[src/design/ffe_pkg.sv]
// Shared types, constants and line phase codes for the flat-file field extractor.
package ffe_pkg;

    localparam int LABEL_COLUMNS_DEF = 12;
    localparam int NAME_CHARS = 12;
    localparam int CFG_DATA_W = 64;

    localparam logic [7:0] CHAR_SPACE   = 8'h20;
    localparam logic [7:0] CHAR_NEWLINE = 8'h0A;

    localparam logic [1:0] REG_NAME_LOW  = 2'd0;
    localparam logic [1:0] REG_NAME_HIGH = 2'd1;
    localparam logic [1:0] REG_NAME_LEN  = 2'd2;

    localparam logic [2:0] PH_LEAD  = 3'd0;
    localparam logic [2:0] PH_NAME  = 3'd1;
    localparam logic [2:0] PH_TRAIL = 3'd2;
    localparam logic [2:0] PH_FAIL  = 3'd3;
    localparam logic [2:0] PH_COPY  = 3'd4;
    localparam logic [2:0] PH_SKIP  = 3'd5;

    typedef struct packed {
        logic [7:0] char_in;
        logic       char_present;
        logic       line_last;
        logic       record_last;
    } ffe_item_t;

    typedef struct packed {
        logic [7:0] out_char;
        logic       out_present;
        logic       record_done;
    } ffe_result_t;

    typedef struct packed {
        ffe_result_t [2:0] slot;
        logic [1:0]        count;
    } ffe_bundle_t;

    typedef struct packed {
        logic [63:0] name_chars_low;
        logic [31:0] name_chars_high;
        logic [3:0]  name_length;
    } ffe_cfg_t;

endpackage

[src/design/ffe_input_stage.sv]
// Input holding register for one request, with stall towards the sender.
module ffe_input_stage
    import ffe_pkg::*;
(
    input  logic      clk,
    input  logic      rst_n,
    input  logic      in_valid,
    output logic      in_stall,
    input  ffe_item_t in_item,
    input  logic      take,
    output logic      held_valid,
    output ffe_item_t held_item
);

    logic      full_reg;
    logic      full_next;
    ffe_item_t item_reg;
    logic      accept;

    assign in_stall   = full_reg && !take;
    assign accept     = in_valid && !in_stall;
    assign held_valid = full_reg;
    assign held_item  = item_reg;

    always_comb
    begin
        full_next = full_reg;
        if (accept)
        begin
            full_next = 1'b1;
        end
        else if (take)
        begin
            full_next = 1'b0;
        end
    end

    always_ff @(posedge clk or negedge rst_n)
    begin
        if (!rst_n)
        begin
            full_reg <= 1'b0;
        end
        else
        begin
            full_reg <= full_next;
        end
    end

    always_ff @(posedge clk)
    begin
        if (accept)
        begin
            item_reg <= in_item;
        end
    end

endmodule

[src/design/ffe_line_parser.sv]
// Per-line label matcher and decision logic producing the result group of each request.
module ffe_line_parser
    import ffe_pkg::*;
#(
    parameter int LABEL_COLUMNS = LABEL_COLUMNS_DEF
)
(
    input  logic        clk,
    input  logic        rst_n,
    input  ffe_cfg_t    cfg,
    input  logic        item_valid,
    input  ffe_item_t   item,
    input  logic        bundle_free,
    output logic        move,
    output ffe_bundle_t bundle
);

    localparam int CW = $clog2(LABEL_COLUMNS + 1);
    localparam logic [CW-1:0] LC_W = CW'(LABEL_COLUMNS);
    localparam logic [3:0] NAME_CHARS_W = 4'(NAME_CHARS);

    logic [CW-1:0] column_reg;
    logic [CW-1:0] column_next;
    logic [2:0]    phase_reg;
    logic [2:0]    phase_next;
    logic [3:0]    match_reg;
    logic [3:0]    match_next;
    logic          after_hit_reg;
    logic          after_hit_next;
    logic          nonempty_reg;
    logic          nonempty_next;

    logic [7:0]    name_bytes [NAME_CHARS];
    logic          line_end;
    logic          try_name;
    logic [3:0]    match_base;
    logic          decide_now;
    logic          emit_char;
    logic [1:0]    nl_count;
    logic [1:0]    n;

    assign move     = item_valid && bundle_free;
    assign line_end = item.line_last || item.record_last;

    always_comb
    begin
        for (int i = 0; i < NAME_CHARS; i++)
        begin
            if (i < 8)
            begin
                name_bytes[i] = cfg.name_chars_low[8*i +: 8];
            end
            else
            begin
                name_bytes[i] = cfg.name_chars_high[8*(i-8) +: 8];
            end
        end
    end

    always_comb
    begin
        column_next    = column_reg;
        phase_next     = phase_reg;
        match_next     = match_reg;
        after_hit_next = after_hit_reg;
        nonempty_next  = nonempty_reg;
        try_name       = 1'b0;
        match_base     = match_reg;
        decide_now     = 1'b0;
        emit_char      = 1'b0;
        nl_count       = 2'd0;

        if (item.char_present)
        begin
            if (column_reg < LC_W)
            begin
                case (phase_reg)
                    PH_LEAD:
                    begin
                        if (item.char_in != CHAR_SPACE)
                        begin
                            try_name   = 1'b1;
                            match_base = 4'd0;
                        end
                    end
                    PH_NAME:
                    begin
                        try_name = 1'b1;
                    end
                    PH_TRAIL:
                    begin
                        if (item.char_in != CHAR_SPACE)
                        begin
                            phase_next = PH_FAIL;
                        end
                    end
                    default:
                    begin
                    end
                endcase
                if (try_name)
                begin
                    match_next = match_base;
                    if ((match_base < cfg.name_length) && (match_base < NAME_CHARS_W)
                        && (name_bytes[match_base] == item.char_in))
                    begin
                        match_next = match_base + 4'd1;
                        phase_next = (match_next == cfg.name_length) ? PH_TRAIL : PH_NAME;
                    end
                    else
                    begin
                        phase_next = PH_FAIL;
                    end
                end
                column_next = column_reg + CW'(1);
                if (column_next == LC_W)
                begin
                    decide_now = 1'b1;
                end
            end
            else if (phase_reg == PH_COPY)
            begin
                emit_char     = 1'b1;
                nonempty_next = 1'b1;
            end
        end

        if (line_end && (phase_next != PH_COPY) && (phase_next != PH_SKIP))
        begin
            decide_now = 1'b1;
        end

        if (decide_now)
        begin
            if (after_hit_reg && (phase_next == PH_LEAD))
            begin
                nl_count      = 2'd1;
                nonempty_next = 1'b1;
                phase_next    = PH_COPY;
            end
            else if (phase_next == PH_TRAIL)
            begin
                nl_count       = nonempty_reg ? 2'd2 : 2'd0;
                after_hit_next = 1'b1;
                phase_next     = PH_COPY;
            end
            else
            begin
                after_hit_next = 1'b0;
                phase_next     = PH_SKIP;
            end
        end

        if (line_end)
        begin
            column_next = '0;
            phase_next  = PH_LEAD;
            match_next  = 4'd0;
        end

        if (item.record_last)
        begin
            after_hit_next = 1'b0;
            nonempty_next  = 1'b0;
        end
    end

    always_comb
    begin
        bundle = '0;
        n      = 2'd0;
        if (emit_char)
        begin
            bundle.slot[0] = '{out_char: item.char_in, out_present: 1'b1, record_done: 1'b0};
            n = 2'd1;
        end
        else
        begin
            for (int i = 0; i < 2; i++)
            begin
                if (2'(i) < nl_count)
                begin
                    bundle.slot[i] = '{out_char: CHAR_NEWLINE, out_present: 1'b1,
                                       record_done: 1'b0};
                end
            end
            n = nl_count;
        end
        if (item.record_last)
        begin
            bundle.slot[n] = '{out_char: 8'h00, out_present: 1'b0, record_done: 1'b1};
            n = n + 2'd1;
        end
        bundle.count = n;
    end

    always_ff @(posedge clk or negedge rst_n)
    begin
        if (!rst_n)
        begin
            column_reg    <= '0;
            phase_reg     <= PH_LEAD;
            match_reg     <= 4'd0;
            after_hit_reg <= 1'b0;
            nonempty_reg  <= 1'b0;
        end
        else if (move)
        begin
            column_reg    <= column_next;
            phase_reg     <= phase_next;
            match_reg     <= match_next;
            after_hit_reg <= after_hit_next;
            nonempty_reg  <= nonempty_next;
        end
    end

    a_record_reset: assert property (@(posedge clk) disable iff (!rst_n)
        move && item.record_last |=> (column_reg == '0) && (phase_reg == PH_LEAD)
            && !after_hit_reg && !nonempty_reg)
        else $error("line state not cleared after record end");

    a_column_bound: assert property (@(posedge clk) disable iff (!rst_n)
        column_reg <= LC_W)
        else $error("column count beyond label width");

    a_three_ends_record: assert property (@(posedge clk) disable iff (!rst_n)
        move && (bundle.count == 2'd3) |-> bundle.slot[2].record_done)
        else $error("three results without terminator");

    a_copy_after_label: assert property (@(posedge clk) disable iff (!rst_n)
        (phase_reg == PH_COPY) || (phase_reg == PH_SKIP) |-> column_reg == LC_W
            || (column_reg == '0))
        else $error("line decided before label columns were seen");

endmodule

[src/design/ffe_result_queue.sv]
// Three-slot result register that hands out one result per handshake on the output side.
module ffe_result_queue
    import ffe_pkg::*;
(
    input  logic        clk,
    input  logic        rst_n,
    input  logic        load,
    input  ffe_bundle_t bundle,
    output logic        bundle_free,
    output logic        out_valid,
    input  logic        out_stall,
    output ffe_result_t head
);

    ffe_result_t [2:0] slot_reg;
    logic [1:0]        rem_reg;
    logic [1:0]        rem_next;
    logic              out_accept;

    assign out_valid   = rem_reg != 2'd0;
    assign out_accept  = out_valid && !out_stall;
    assign bundle_free = (rem_reg == 2'd0) || ((rem_reg == 2'd1) && out_accept);
    assign head        = slot_reg[0];

    always_comb
    begin
        rem_next = rem_reg;
        if (load)
        begin
            rem_next = bundle.count;
        end
        else if (out_accept)
        begin
            rem_next = rem_reg - 2'd1;
        end
    end

    always_ff @(posedge clk or negedge rst_n)
    begin
        if (!rst_n)
        begin
            rem_reg <= 2'd0;
        end
        else
        begin
            rem_reg <= rem_next;
        end
    end

    always_ff @(posedge clk)
    begin
        if (load)
        begin
            slot_reg <= bundle.slot;
        end
        else if (out_accept)
        begin
            slot_reg[0] <= slot_reg[1];
            slot_reg[1] <= slot_reg[2];
        end
    end

    a_no_overwrite: assert property (@(posedge clk) disable iff (!rst_n)
        load && (bundle.count != 2'd0) |=> rem_reg == $past(bundle.count))
        else $error("result group not taken in full");

    a_drain_step: assert property (@(posedge clk) disable iff (!rst_n)
        out_accept && !load |=> rem_reg == $past(rem_reg) - 2'd1)
        else $error("result count not stepped on hand-out");

    a_hold_stalled: assert property (@(posedge clk) disable iff (!rst_n)
        out_valid && out_stall |=> (rem_reg == $past(rem_reg)) && $stable(slot_reg[0]))
        else $error("pending result changed under stall");

endmodule

[src/design/flat_file_field_extractor.sv]
// Flat-file field extractor: streams the text of one configured header field.
//
// Input channel: one character request per handshake (char_in, char_present,
// line_last, record_last), taken when in_valid is high and in_stall is low.
// Output channel: one result per handshake (out_char, out_present,
// record_done), taken when out_valid is high and out_stall is low.
// Configuration: cfg_write with cfg_index 0, 1, 2 writes name_chars_low,
// name_chars_high, name_length; write only while the block is idle.
// Order: a request is held in the input register, then its results are loaded
// into the output register once that register is free; the first result is
// visible there and is taken by the output handshake.
// Throughput: one request per cycle while each request gives at most one
// result and out_stall is low. A request giving k results (newline bursts,
// record terminator) occupies the output register until all k are taken.
// Reset: clears the line state, the result register and the configuration.
// Stall: a stalled result holds; one further request is held in the input
// register before in_stall rises.
module flat_file_field_extractor
    import ffe_pkg::*;
#(
    parameter int LABEL_COLUMNS = LABEL_COLUMNS_DEF
)
(
    input  logic                  clk,
    input  logic                  rst_n,
    input  logic                  cfg_write,
    input  logic [1:0]            cfg_index,
    input  logic [CFG_DATA_W-1:0] cfg_data,
    input  logic                  in_valid,
    output logic                  in_stall,
    input  logic [7:0]            char_in,
    input  logic                  char_present,
    input  logic                  line_last,
    input  logic                  record_last,
    output logic                  out_valid,
    input  logic                  out_stall,
    output logic [7:0]            out_char,
    output logic                  out_present,
    output logic                  record_done
);

    ffe_cfg_t    cfg_reg;
    ffe_item_t   in_item;
    ffe_item_t   held_item;
    logic        held_valid;
    logic        move;
    logic        bundle_free;
    ffe_bundle_t bundle;
    ffe_result_t head;

    assign in_item = '{char_in: char_in, char_present: char_present,
                       line_last: line_last, record_last: record_last};

    always_ff @(posedge clk or negedge rst_n)
    begin
        if (!rst_n)
        begin
            cfg_reg <= '0;
        end
        else if (cfg_write)
        begin
            case (cfg_index)
                REG_NAME_LOW:  cfg_reg.name_chars_low  <= cfg_data[63:0];
                REG_NAME_HIGH: cfg_reg.name_chars_high <= cfg_data[31:0];
                REG_NAME_LEN:  cfg_reg.name_length     <= cfg_data[3:0];
                default:
                begin
                end
            endcase
        end
    end

    ffe_input_stage u_input (
        .clk        (clk),
        .rst_n      (rst_n),
        .in_valid   (in_valid),
        .in_stall   (in_stall),
        .in_item    (in_item),
        .take       (move),
        .held_valid (held_valid),
        .held_item  (held_item)
    );

    ffe_line_parser #(
        .LABEL_COLUMNS (LABEL_COLUMNS)
    ) u_parser (
        .clk         (clk),
        .rst_n       (rst_n),
        .cfg         (cfg_reg),
        .item_valid  (held_valid),
        .item        (held_item),
        .bundle_free (bundle_free),
        .move        (move),
        .bundle      (bundle)
    );

    ffe_result_queue u_results (
        .clk         (clk),
        .rst_n       (rst_n),
        .load        (move),
        .bundle      (bundle),
        .bundle_free (bundle_free),
        .out_valid   (out_valid),
        .out_stall   (out_stall),
        .head        (head)
    );

    assign out_char    = head.out_char;
    assign out_present = head.out_present;
    assign record_done = head.record_done;

endmodule
[config.mk]
export PLATFORM = sky130hd
export DESIGN_NAME = flat_file_field_extractor
export DESIGN_NICKNAME = d
export VERILOG_FILES = /design/src/design/ffe_pkg.sv /design/src/design/ffe_input_stage.sv /design/src/design/ffe_line_parser.sv /design/src/design/ffe_result_queue.sv /design/src/design/flat_file_field_extractor.sv
export SDC_FILE = /design/constraint.sdc
export NUM_CORES = 1
export LEC_CHECK = 0
export BUFFER_PORTS_ARGS = -buffer_cell sky130_fd_sc_hd__buf_2
export CORE_ASPECT_RATIO = 0.9
export CORE_MARGIN = 2
export CORE_UTILIZATION = 45
export DETAILED_ROUTE_END_ITERATION = 7
export PLACE_DENSITY = 0.64
export SLEW_MARGIN = 20
export SYNTH_ARGS = -nofsm -noshare
export SYNTH_HDL_FRONTEND = slang
export SYNTH_SLANG_ARGS = --single-unit
[constraint.sdc]
create_clock -name clk -period 7.15 [get_ports clk]
set_input_delay 1.7875 -clock clk [delete_from_list [all_inputs] [get_ports clk]]
set_output_delay 1.7875 -clock clk [all_outputs]
set_load 0.05 [all_outputs]
==> flow_metrics.py, run 1 <==
metrics = {
    "setup_path": {
        "endpoint_kind": "register",
        "crit_family": "compound AO/OA/AOI/OAI gates",
        "reg2reg_depth": 16,
        "worstPathBufferInverterCount": 1,
        "cp_slowest_cell": "o21ai_4",
        "critPathMaxFanout": 25,
        "critical_path_class": "register to register",
        "cp_common_cell": "ha_1",
        "crit_path_max_incr_delay_ps": 610,
        "cp.required_ps": 7460,
        "cp.depth": 16,
        "critPathArrivalTime_ps": 5310,
        "worstPathCellList": "or4b_4 > o21ai_4 > nand2_1 > inv_1 > ha_1 > nor2b_1 > o21a_1 > o21ai_0 > nand3b_1 > a2111oi_1 > and4_1 > a21oi_2 > or2_1 > ha_1 > a221oi_1 > a21oi_1",
        "startpoint_type": "register",
        "reg2reg_from": "u_input.held_item[9]",
        "cp-startpoint": "u_input.held_item[9]",
        "rrSetupSlack_ps": 2150,
        "rr_endpoint": "u_results.rem_reg[1]",
    },
    "placed_design": {
        "place_hpwl_um": 12680,
        "post_dp_cell_area_um2": 7870,
        "place.gp.congestion": 0.9638,
        "io_buffers": 93,
    },
    "sta": {
        "setup-tns-final_ps": 0,
        "hold_viol_final": 0,
        "setup_viol": 0,
        "final.setup_skew_ps": 8.619,
        "period_needed_ps": 5005,
        "maxSlewViolCount": 0,
        "rsz0062_at_grt": "false",
        "slew_headroom_pct": 40.31,
        "fin_crit_sh_pct": 70.00,
        "fmax_mhz": 199.8,
        "worst_pin_slew_ps": 895.3,
    },
    "flow_run": {
        "max_cap_viol_count": 0,
    },
    "final_layout": {
        "nets": 780,
        "insertedDiodeCount": 0,
        "final_common_cell": "dfrtp_1",
        "syn_to_final_growth_pct": 15.21,
        "layout_common_cells": "dfrtp_1, mux2_2, buf_2, nand2_1, nor2_1",
        "fin_area_um2": 8483,
        "drive_above_1_share_pct": 37.82,
        "largest_register_ffs": 100,
    },
    "clock_network": {
        "post-cts-setup-buffers": 0,
        "tritoncts": "yes",
        "cts-root-buf": "clkbuf_16",
        "cts_max_level": 4,
        "clkLatencyLatePin_ps": 430,
        "post_cts_resized": 0,
        "cts_hold_buffers": 0,
        "cts_sinks": 140,
        "clock_path_buffers": 2,
        "clk_pin_slew_ps": 60,
        "numCtsBuffers": 17,
    },
    "yosys": {
        "synth_ff_type": "dfrtp_1",
        "synth_edf_count": 24,
        "synth_nets": 707,
        "seq_area_frac_synth_pct": 49.21,
        "synthDistinctLibCells": 77,
        "yosys_warnings": 0,
        "synth_cells": 613,
        "syn-cell-area_um2": 7363,
        "async_flop_share_pct": 82.86,
        "syn-mean-instance-area_um2": 12.01,
        "synth-seq-cells": 140,
    },
    "drt": {
        "drtAntennaViolNets": 0,
        "drt-total-wl_um": 17790,
        "vias": 5182,
        "wire_per_inst_um": 19.66,
        "dr.pass1.iters": 7,
        "first_iter_violations": 432,
        "drcViolationCount": 0,
        "via_per_inst": 5.726,
    },
    "pwr": {
        "powerDensity_nw_per_um2": 361.7,
        "ir_worst_vdd_mv": 0.2001,
        "p_leak_nw": 3.560,
        "finalPower_w": 0.003069,
    },
    "floorplanning": {
        "die_width_um": 138.8,
        "start_util_pct": 45.80,
        "core_um2": 16080,
        "die_area_um2": 17400,
        "die_h_um": 125.4,
        "io_pins": 94,
        "row_count": 44,
    },
    "global_routing": {
        "grt_pass1_wl_um": 28820,
        "grt_overflow": 0,
        "grt_max_degree": 66,
        "grt_pass1_vias": 5277,
        "track_usage_pct": 21.36,
        "antenna_found_initial": 0,
    },
    "min_path": {
        "hp-class": "register to register",
        "hold_depth": 1,
        "hold_path_end": "cfg_reg[26]",
        "min-delay-start": "cfg_reg[26]",
    },
    "outcome": {
        "status": "finished, final reports clean",
    },
}
-- area by class of cell --
class                           count  area [um2]
Multi-Input combinational cell    409        3402
Clock buffer                       23       510.5
Fill cell                        1405        7592
Timing Repair Buffer               99       513.0
Tap cell                          207       259.0
Clock inverter                      8       102.6
Inverter                           19       71.32
Sequential cell                   140        3625
-- cells by family after synthesis --
| group | synth area share, % |
|---|---|
| AO/OA/AOI/OAI | 10.88 |
| XOR/XNOR | 2.736 |
| adder cells (fa/ha/maj) | 2.039 |
| buffers and inverters | 4.656 |
| flip-flops | 49.21 |
| multiplexers | 20.42 |
| AND/OR/NAND/NOR | 10.06 |
-- synthesized netlist by cell type, types with 3 or more instances --
library cell	number	share of area, %
a211oi_1	10	1.0
inv_1	17	0.87
buf_2	4	0.27
xnor2_1	15	1.8
dfrtp_1	116	39
a2111oi_0	3	0.36
o211ai_1	6	0.61
mux2i_1	13	1.8
or2_2	3	0.25
nand2_1	34	1.7
nand3_1	7	0.48
clkbuf_1	20	1.0
nand3b_1	3	0.31
nand2b_1	9	0.76
ha_1	12	2.0
nor2_1	25	1.3
nor3_1	9	0.61
or3_1	3	0.25
buf_6	5	0.76
o22ai_1	4	0.34
a21oi_1	21	1.4
nor3b_1	6	0.61
o21ai_1	7	0.48
edfxtp_1	24	9.8
buf_4	13	1.3
o31ai_1	3	0.31
o21ai_0	18	1.2
mux4_2	8	2.4
a31oi_1	5	0.42
o221ai_1	3	0.36
and2_1	15	1.3
and3_1	3	0.25
mux2_2	104	16
xor2_1	8	0.95
nor2b_1	5	0.42
-- worst max-delay path by stage --
| stage | endpoint | slack, ps |
|---|---|---|
| floorplan | in_stall | 3030 |
| finish | u_results.rem_reg[1] | 2150 |
| global route | u_results.rem_reg[1] | 1820 |
| CTS | u_results.rem_reg[1] | 2200 |
| detailed placement | u_results.head[3] | 2300 |
| global placement | u_results.rem_reg[1] | 2450 |
-- power breakdown --
| group | internal, W | switching, W | total (W) | leakage, nW |
|---|---|---|---|---|
| Sequential | 0.00101 | 0.000146 | 0.00116 | 1.63 |
| Clock | 0.000572 | 0.000336 | 0.000907 | 0.300 |
| Combinational | 0.000391 | 0.000613 | 0.00100 | 1.63 |
| Total | 0.00197 | 0.00109 | 0.00307 | 3.56 |
-- through the flow --
step	hold WS [ps]	worst slack, ps	utilization [%]	instances
2_1_floorplan	471.2	3028	-	613
3_3_place_gp	481.7	2454	48.96	874
3_5_place_dp	489.9	2298	48.96	874
4_1_cts	503.7	2195	52.77	905
5_1_grt	513.7	1822	52.77	905
6_report	502.6	2145	52.77	905
-- worst register-to-register path, delay by kind of cell, from the launching register on --
kind	cells	cell delay (ps)
buffers and inverters	1	140
DFF	1	530
AOI/OAI and AO/OA	7	1910
adders and majority gates	2	520
and+or+nand+nor	6	1780
-- per-layer routing --
metal | up-vias | part of all wire [%] | global-route usage, %
met5 | - | 0 | 0
met4 | 0 | 1.8 | 7.546
met3 | 28 | 5.3 | 5.439
met2 | 163 | 48 | 33.67
met1 | 2608 | 45 | 28.92
li1 | 2383 | - | -
No activity file was read; power rests on OpenSTA's default activity.
==> inputs of run 2 (changes only) <==
Settings changed: PLACE_DENSITY 0.64 to 0.66.
Clock period 7.15 ns to 4.3 ns, I/O delays scaled along.
==> run 2 against run 1 <==
Wire length increased by 3.4%; sequential power increased by 64%; count of clock-buffer cells in the layout decreased by 4; hold slack improved by 1.5 ps; clock skew increased by 1.1 ps; critical endpoint unchanged; non-clock buffer count increased by 27; worst setup slack got worse by 1800 ps; global-route usage increased by 0.78 points; cell count increased by 3.1%; register-to-register slack got worse by 1800 ps.
==> flow_metrics.py, run 2 (synthesized netlist as in run 1, its figures left out) <==
metrics = {
    "outcome": {
        "status": "finished, final reports clean",
    },
    "setup_path": {
        "reg2reg_depth": 16,
        "reg2reg_from": "u_input.held_item[9]",
        "cp.required_ps": 4610,
        "rrSetupSlack_ps": 320,
        "endpoint_kind": "register",
        "startpoint_type": "register",
        "critPathMaxFanout": 11,
        "rr_endpoint": "u_results.rem_reg[1]",
        "critPathArrivalTime_ps": 4290,
        "critical_path_class": "register to register",
    },
    "min_path": {
        "min-delay-start": "cfg_reg[89]",
        "hold_path_end": "cfg_reg[89]",
        "hp-class": "register to register",
        "hold_depth": 1,
    },
    "clock_network": {
        "clock_path_buffers": 2,
        "clk_pin_slew_ps": 60,
        "numCtsBuffers": 17,
        "tritoncts": "yes",
        "cts_sinks": 140,
        "cts_hold_buffers": 0,
        "post-cts-setup-buffers": 0,
        "post_cts_resized": 0,
        "cts-root-buf": "clkbuf_16",
        "cts_max_level": 4,
        "clkLatencyLatePin_ps": 440,
    },
    "drt": {
        "first_iter_violations": 417,
        "drtAntennaViolNets": 0,
        "drt-total-wl_um": 18390,
        "via_per_inst": 5.615,
        "wire_per_inst_um": 19.71,
        "drcViolationCount": 0,
        "vias": 5239,
        "dr.pass1.iters": 5,
    },
    "global_routing": {
        "track_usage_pct": 22.15,
        "antenna_found_initial": 0,
        "grt_max_degree": 65,
        "grt_pass1_vias": 5505,
        "grt_pass1_wl_um": 29860,
        "grt_overflow": 0,
    },
    "placed_design": {
        "place_hpwl_um": 13590,
        "io_buffers": 93,
        "placedCellCount": 901,
        "place.gp.congestion": 0.8785,
    },
    "floorplanning": {
        "row_count": 44,
        "die_area_um2": 17400,
        "core_um2": 16080,
        "start_util_pct": 45.80,
        "io_pins": 94,
        "die_h_um": 125.4,
        "die_width_um": 138.8,
    },
    "sta": {
        "worst_pin_slew_ps": 873.3,
        "fmax_mhz": 251.2,
        "maxSlewViolCount": 0,
        "slew_headroom_pct": 41.78,
        "hold_viol_final": 0,
        "rsz0062_at_grt": "false",
        "period_needed_ps": 3982,
        "fin_crit_sh_pct": 92.60,
        "final.setup_skew_ps": 9.670,
        "setup_viol": 0,
        "setup-tns-final_ps": 0,
    },
    "final_layout": {
        "nets": 807,
        "syn_to_final_growth_pct": 17.91,
        "largest_register_ffs": 100,
        "drive_above_1_share_pct": 40.50,
        "final_common_cell": "dfrtp_1",
        "insertedDiodeCount": 0,
        "final_cells": 933,
        "layout_common_cells": "dfrtp_1, mux2_2, buf_2, nand2_1, buf_4",
    },
    "pwr": {
        "powerDensity_nw_per_um2": 600.3,
        "p_leak_nw": 3.685,
        "ir_worst_vdd_mv": 0.3317,
    },
    "flow_run": {
        "max_cap_viol_count": 0,
    },
}
==> run 2: changes by cell type in the layout (fill, tap and decap cells not counted), sizes merged <==
cell / previous run / this run
buf: 99 / 126
clkbuf: 23 / 19
clkinv: 3 / 1
clkinvlp: 1 / 3
inv: 21 / 26
==> run 2: worst max-delay path, cell delays in order (launching register included) <==
cell and delay (ps):
edfxtp_1 410, or4b_4 550, o21ai_4 190, buf_4 200, nand2_1 140, inv_1 150
ha_1 230, o21a_1 100, o21ai_0 150, nand3b_1 110, a2111oi_2 330, and4_1 300
a21oi_2 70, or2_1 250, ha_1 280, a221oi_1 290, a21oi_1 100
==> run 2: area by class of cell <==
| class | instances | area [um2] |
|---|---|---|
| repair buffers | 126 | 715.7 |
| clock buffers | 19 | 454.2 |
| clock inverters | 13 | 150.1 |
| inverters | 19 | 71.32 |
| multi-input cells | 409 | 3407 |
| flip-flops and latches | 140 | 3625 |
| fillers | 1406 | 7393 |
| well taps | 207 | 259.0 |
==> run 2: power breakdown <==
part	total, W	leakage, nW	switching [W]	internal (W)
combinational	0.00180	1.77	0.00105	0.000745
clock	0.00151	0.287	0.000615	0.000900
sequential	0.00190	1.63	0.000219	0.00168
==> run 2: per-layer routing <==
layer | share of wire [%] | up-vias | wire length (um) | track usage [%]
met3 | 4.2 | 29 | 766 | 4.596
met4 | 2.1 | 0 | 380 | 8.021
met5 | 0 | - | 0 | 0
li1 | - | 2430 | - | -
met1 | 45 | 2656 | 8264 | 29.73
met2 | 49 | 124 | 8975 | 35.87
==> run 2: worst max-delay path by stage <==
stage | from | to | slack (ps)
3_3_place_gp | u_input.held_item[7] | u_results.rem_reg[1] | 330
5_1_grt | u_input.held_item[7] | u_results.rem_reg[1] | 20
2_1_floorplan | u_input.held_item[7] | u_results.rem_reg[1] | 250
6_report | u_input.held_item[9] | u_results.rem_reg[1] | 320
3_5_place_dp | u_input.held_item[7] | u_results.rem_reg[1] | 270
4_1_cts | u_input.held_item[7] | u_results.rem_reg[1] | 260
==> run 2: per-stage QoR <==
step | instance area [um2] | hold WS, ps | util (%) | power (W) | setup WS, ps
final | 8682 | 504.1 | 54.01 | 0.005211 | 318.4
after global routing | 8682 | 519.4 | 54.01 | 0.005504 | 23.92
after CTS | 8677 | 506.6 | 53.98 | 0.005238 | 257.9
after detailed placement | 8073 | 492.1 | 50.22 | 0.003718 | 272.2
after global placement | 8073 | 481.6 | 50.22 | 0.003667 | 331.6
after floorplan | 7363 | 471.2 | - | 0.003244 | 251.1
